`src/gdsf_pkg.sv`:
```
// Shared constants and register codes for the greedy disc spacing filter.
`default_nettype none
package gdsf_pkg;

  localparam int MAX_POINTS_DEF  = 256;
  localparam int COORD_WIDTH_DEF = 32;

  localparam int IN_COORD_W = 32;
  localparam int RADIUS_W   = 31;
  localparam int TARGET_W   = 9;
  localparam int SLOT_W     = 8;
  localparam int PLACED_W   = 9;
  localparam int THR_W      = 64;
  localparam int SPACING_W  = RADIUS_W + 1;

  localparam int S_TDATA_W = 2 * IN_COORD_W;
  localparam int M_FIELDS_W = 1 + SLOT_W + PLACED_W + 1;
  localparam int M_TDATA_W  = ((M_FIELDS_W + 7) / 8) * 8;

  localparam int CFG_INDEX_W = 1;
  localparam int CFG_DATA_W  = 32;

  localparam logic [CFG_INDEX_W-1:0] REG_PARTICLE_RADIUS = 1'b0;
  localparam logic [CFG_INDEX_W-1:0] REG_TARGET_COUNT    = 1'b1;

  localparam logic [RADIUS_W-1:0] RADIUS_RESET = 31'd65536;
  localparam logic [TARGET_W-1:0] TARGET_RESET = 9'd256;

endpackage
`default_nettype wire

```
`src/gdsf_dist_pipe.sv`:
```
// Three-stage squared-distance pipeline that flags a stored point closer than the spacing.
`default_nettype none
module gdsf_dist_pipe #(
  parameter int CW = 32
) (
  input  wire logic                        clk,
  input  wire logic                        rst,
  input  wire logic                        in_valid,
  input  wire logic signed [CW-1:0]        cand_x,
  input  wire logic signed [CW-1:0]        cand_y,
  input  wire logic signed [CW-1:0]        pt_x,
  input  wire logic signed [CW-1:0]        pt_y,
  input  wire logic [gdsf_pkg::THR_W-1:0]  thr,
  output logic                             hit,
  output logic                             busy
);
  import gdsf_pkg::*;

  localparam int SQ_W  = 2 * CW;
  localparam int SUM_W = SQ_W + 1;
  localparam int CMP_W = (SUM_W > THR_W) ? SUM_W : THR_W;

  logic signed [CW:0] dx, dy;
  logic [CW-1:0]      adx_next, ady_next;
  logic [CW-1:0]      adx, ady;
  logic [SQ_W-1:0]    sqx, sqy;
  logic [SUM_W-1:0]   sum;
  logic               v1, v2, v3;

  assign dx = (CW+1)'(cand_x) - (CW+1)'(pt_x);
  assign dy = (CW+1)'(cand_y) - (CW+1)'(pt_y);
  assign adx_next = dx[CW] ? CW'(-dx) : dx[CW-1:0];
  assign ady_next = dy[CW] ? CW'(-dy) : dy[CW-1:0];
  assign sum = SUM_W'(sqx) + SUM_W'(sqy);

  always_ff @(posedge clk) begin
    adx <= adx_next;
    ady <= ady_next;
    sqx <= adx * adx;
    sqy <= ady * ady;
  end

  always_ff @(posedge clk) begin
    if (rst) begin
      v1  <= 1'b0;
      v2  <= 1'b0;
      v3  <= 1'b0;
      hit <= 1'b0;
    end else begin
      v1  <= in_valid;
      v2  <= v1;
      v3  <= v2;
      hit <= v2 && (CMP_W'(sum) < CMP_W'(thr));
    end
  end

  assign busy = v1 || v2 || v3;

endmodule
`default_nettype wire

```
`config.mk`:
```
export PLATFORM = sky130hd
export DESIGN_NAME = gdsf_dist_pipe
export DESIGN_NICKNAME = d
export VERILOG_FILES = /design/src/gdsf_pkg.sv /design/src/gdsf_dist_pipe.sv
export SDC_FILE = /design/constraint.sdc
export NUM_CORES = 2
export LEC_CHECK = 0
export ABC_AREA = 0
export BUFFER_PORTS_ARGS = -buffer_cell sky130_fd_sc_hd__buf_2
export CAP_MARGIN = 15
export CORE_ASPECT_RATIO = 1.5
export CORE_MARGIN = 1
export CORE_UTILIZATION = 40
export DETAILED_ROUTE_END_ITERATION = 6
export GPL_TIMING_DRIVEN = 0
export SYNTH_ARGS = -nofsm -noshare
export SYNTH_HDL_FRONTEND = slang
export SYNTH_SLANG_ARGS = --single-unit
```
`constraint.sdc`:
```
create_clock -name clk -period 7.3 [get_ports clk]
set_input_delay 0.73 -clock clk [delete_from_list [all_inputs] [get_ports clk]]
set_output_delay 0.73 -clock clk [all_outputs]
set_load 0.01 [all_outputs]
```
==> flow_metrics.py <==
metrics = {
    "status": {
        "status": "finished, violations left",
        "violations": "negative setup slack",
    },
    "sta": {
        "worst_pin_slew_ps": 1138,
        "fin_crit_ps": 8058,
        "worst_hold_slack_ps": 356.1,
        "setup_viol": 50,
        "relSlewSlack": 0.2413,
        "skew_ps": 32.17,
        "finalMaxSlewViolations": 0,
        "fmax_ghz": 0.1241,
        "rsz0062_at_grt": "true",
        "setup_ws_ps": -757.9,
        "hold_violations": 0,
        "min_period_over_period": 1.104,
    },
    "global_routing": {
        "antenna_found_initial": 8,
        "grt_max_degree": 25,
        "grt_use_total": 0.2885,
        "grt_first_pass_wirelength_um": 381200,
        "grt_pass1_vias": 61460,
        "overflow": 0,
    },
    "cells_and_area": {
        "final_cell_mix": "2080 x inv_1, 1515 x fa_1, 733 x ha_1, 605 x nand2_1, 447 x and2_1",
        "final_common_cell": "inv_1",
        "drive_above_1_share": 0.1444,
        "multi_input_area_um2": 61080,
        "fill_cells": 16990,
        "regArea_um2": 4056,
        "syn2layout_area_growth_pct": 16.28,
        "final_nets": 10890,
    },
    "setup_path": {
        "critPathCaptureType": "flip-flop",
        "crit_required_ps": 7760,
        "crit_arrival_ps": 8520,
        "worstSetupStartpointType": "flip-flop",
        "crit_path_max_fanout": 8,
        "crit_type": "flip-flop to flip-flop",
        "rrSetupSlack_ps": -760,
    },
    "logic_synthesis": {
        "synth_cell_types": 87,
        "synth_seq_cells": 194,
        "synth_flop_cell": "dfxtp_1",
        "netlist_area_um2": 71720,
        "synth.net_count": 10420,
        "synth-edff-count": 0,
        "synth-async-reset-ratio": 0,
        "syn-instance-count": 7852,
        "ys.warnings.count": 0,
        "seq_area_frac_synth": 0.05415,
        "syn_avg_cell_area_um2": 9.134,
    },
    "clocking": {
        "clock_path_buffers": 2,
        "cts_tree": "built",
        "insertion_delay_ps": 590,
        "cts_buffers": 17,
        "cts-root-buf": "clkbuf_16",
        "cts.clk_slew.worst_paths_ps": 100,
        "cts.htree.levels": 4,
        "cts_hold_buf": 0,
        "clkSinkCount": 194,
    },
    "drt": {
        "vias": 55180,
        "wirelength_um": 256000,
        "dr.first_iter.drc_count": 3076,
        "drcViolationCount": 0,
        "drtPass1Iterations": 5,
        "routed_via_density": 5.184,
        "wl_per_cell_um": 24.05,
        "ant_nets": 0,
    },
    "placement": {
        "port_buffers": 196,
        "dpl.hpwl_um": 212000,
        "routabilityCongestion": 1.023,
    },
    "floorplan": {
        "io_pins": 197,
        "start_util": 0.4023,
        "coreArea_um2": 178300,
        "dieArea_um2": 181000,
        "die_x_um": 347.7,
        "rows": 190,
        "die_h_um": 520.6,
    },
    "min_path": {
        "min_path_type": "input port to flip-flop",
    },
    "flow_run": {
        "maxCapViolCount": 0,
    },
}
[area by class of cell]
type                       count  area share
antenna                        7   0.0002100
buffer                       238     0.03976
clock buffer                  17    0.005101
clock inverter                15    0.002700
inverter                    2117     0.09572
multi-input combinational   5289      0.7324
sequential                   194     0.04864
tap                         2304     0.03457
timing repair buffer         462     0.04093
[worst paths after layout]
path                   to    start  cells after the start
setup / recovery  sqx[60]  adx[15]                     26
hold / removal         v1      rst                      2
setup reg to reg  sqx[60]  adx[15]                     26
hold reg to reg    sqx[0]   adx[0]                      0
[synthesized netlist by cell type, types with 13 or more instances]
| library cell | count | area (um2) |
|---|---|---|
| o21bai_1 | 35 | 262.8 |
| nor2b_1 | 54 | 337.8 |
| inv_1 | 2115 | 7939 |
| o211ai_1 | 19 | 142.6 |
| xor2_1 | 145 | 1270 |
| o31ai_1 | 13 | 97.59 |
| clkbuf_1 | 247 | 927.1 |
| fa_1 | 1588 | 31790 |
| and3_1 | 32 | 200.2 |
| nand2b_1 | 25 | 156.4 |
| nand2_1 | 643 | 2414 |
| a31o_2 | 30 | 262.8 |
| a31oi_1 | 35 | 219.0 |
| nand4_1 | 55 | 344.1 |
| nor2_1 | 212 | 795.8 |
| a21o_1 | 148 | 1111 |
| dfxtp_1 | 194 | 3884 |
| o21a_1 | 31 | 232.7 |
| a211oi_1 | 30 | 225.2 |
| o21ai_0 | 154 | 770.7 |
| and2_1 | 475 | 2972 |
| xnor2_1 | 219 | 1918 |
| or2_2 | 14 | 87.58 |
| ha_1 | 785 | 9822 |
| nor3_1 | 34 | 170.2 |
| or3_1 | 15 | 93.84 |
| a21oi_1 | 270 | 1351 |
| nand3_1 | 49 | 245.2 |
[worst max-delay path: stages, from the launching register on]
cell	delay [ps]
dfxtp_2	360
clkbuf_16	180
clkinvlp_4	160
buf_8	180
buf_4	150
ha_1	320
xor2_2	190
fa_1	470
fa_1	510
fa_1	530
inv_1	70
fa_1	510
fa_2	560
fa_2	460
fa_2	670
ha_4	260
and4_1	200
and3_4	200
a221oi_4	270
o21a_1	190
o211ai_1	80
buf_4	170
a41o_1	230
or4b_4	510
a31oi_4	250
o21ai_2	90
xor2_1	140
[kinds of logic after synthesis]
kind of cell	count (synthesis)	share of synthesized area
AO/OA/AOI/OAI	884	0.08058
multiplexers	9	0.001308
buffers and inverters	2369	0.1241
AND/OR/NAND/NOR	1658	0.1149
flip-flops	194	0.05415
XOR/XNOR	365	0.04468
adder cells (fa/ha/maj)	2373	0.5802
[sequential cells by signal, indices dropped and copies added (netlist names)]
name and count:
sqx 63, ady 32, v2 1, v1 1
adx 32, sqy 63, v3 1, hit 1
[through the flow]
step                cell area [um2]  std cells  setup slack (ps)  utilization  setup TNS (ps)
floorplan                     72600       7852            -75.52            -          -223.3
global placement              76470      10350             -3473       0.4289         -146040
detailed placement            76530      10360             -2506       0.4292         -117260
CTS                           81840      10570            -807.2       0.4590          -20730
global route                  83380      10640            -873.4       0.4677          -29590
finish                        83400      10640            -757.9       0.4678          -21960
[repair_timing]
item / CTS / global route
gates resized for setup: 749 / 290
cloned: 2 / 0
pin swaps: 180 / 183
endpoints found under the setup margin: 92 / 73
buffers inserted: 192 / 73
hold endpoints to repair: 0 / 0
[routing by layer]
layer  global-route usage  share of wire  up-vias
met2               0.5177           0.51     1896
met3              0.03142          0.049      734
li1                     -              -    24640
met1               0.3101           0.35    27900
met5                    0        0.00014        -
met4               0.2207          0.095        6
Power is left out: the tool's default activity adds up to more than one toggle a clock period on the data nets, which glitch-free logic cannot reach.
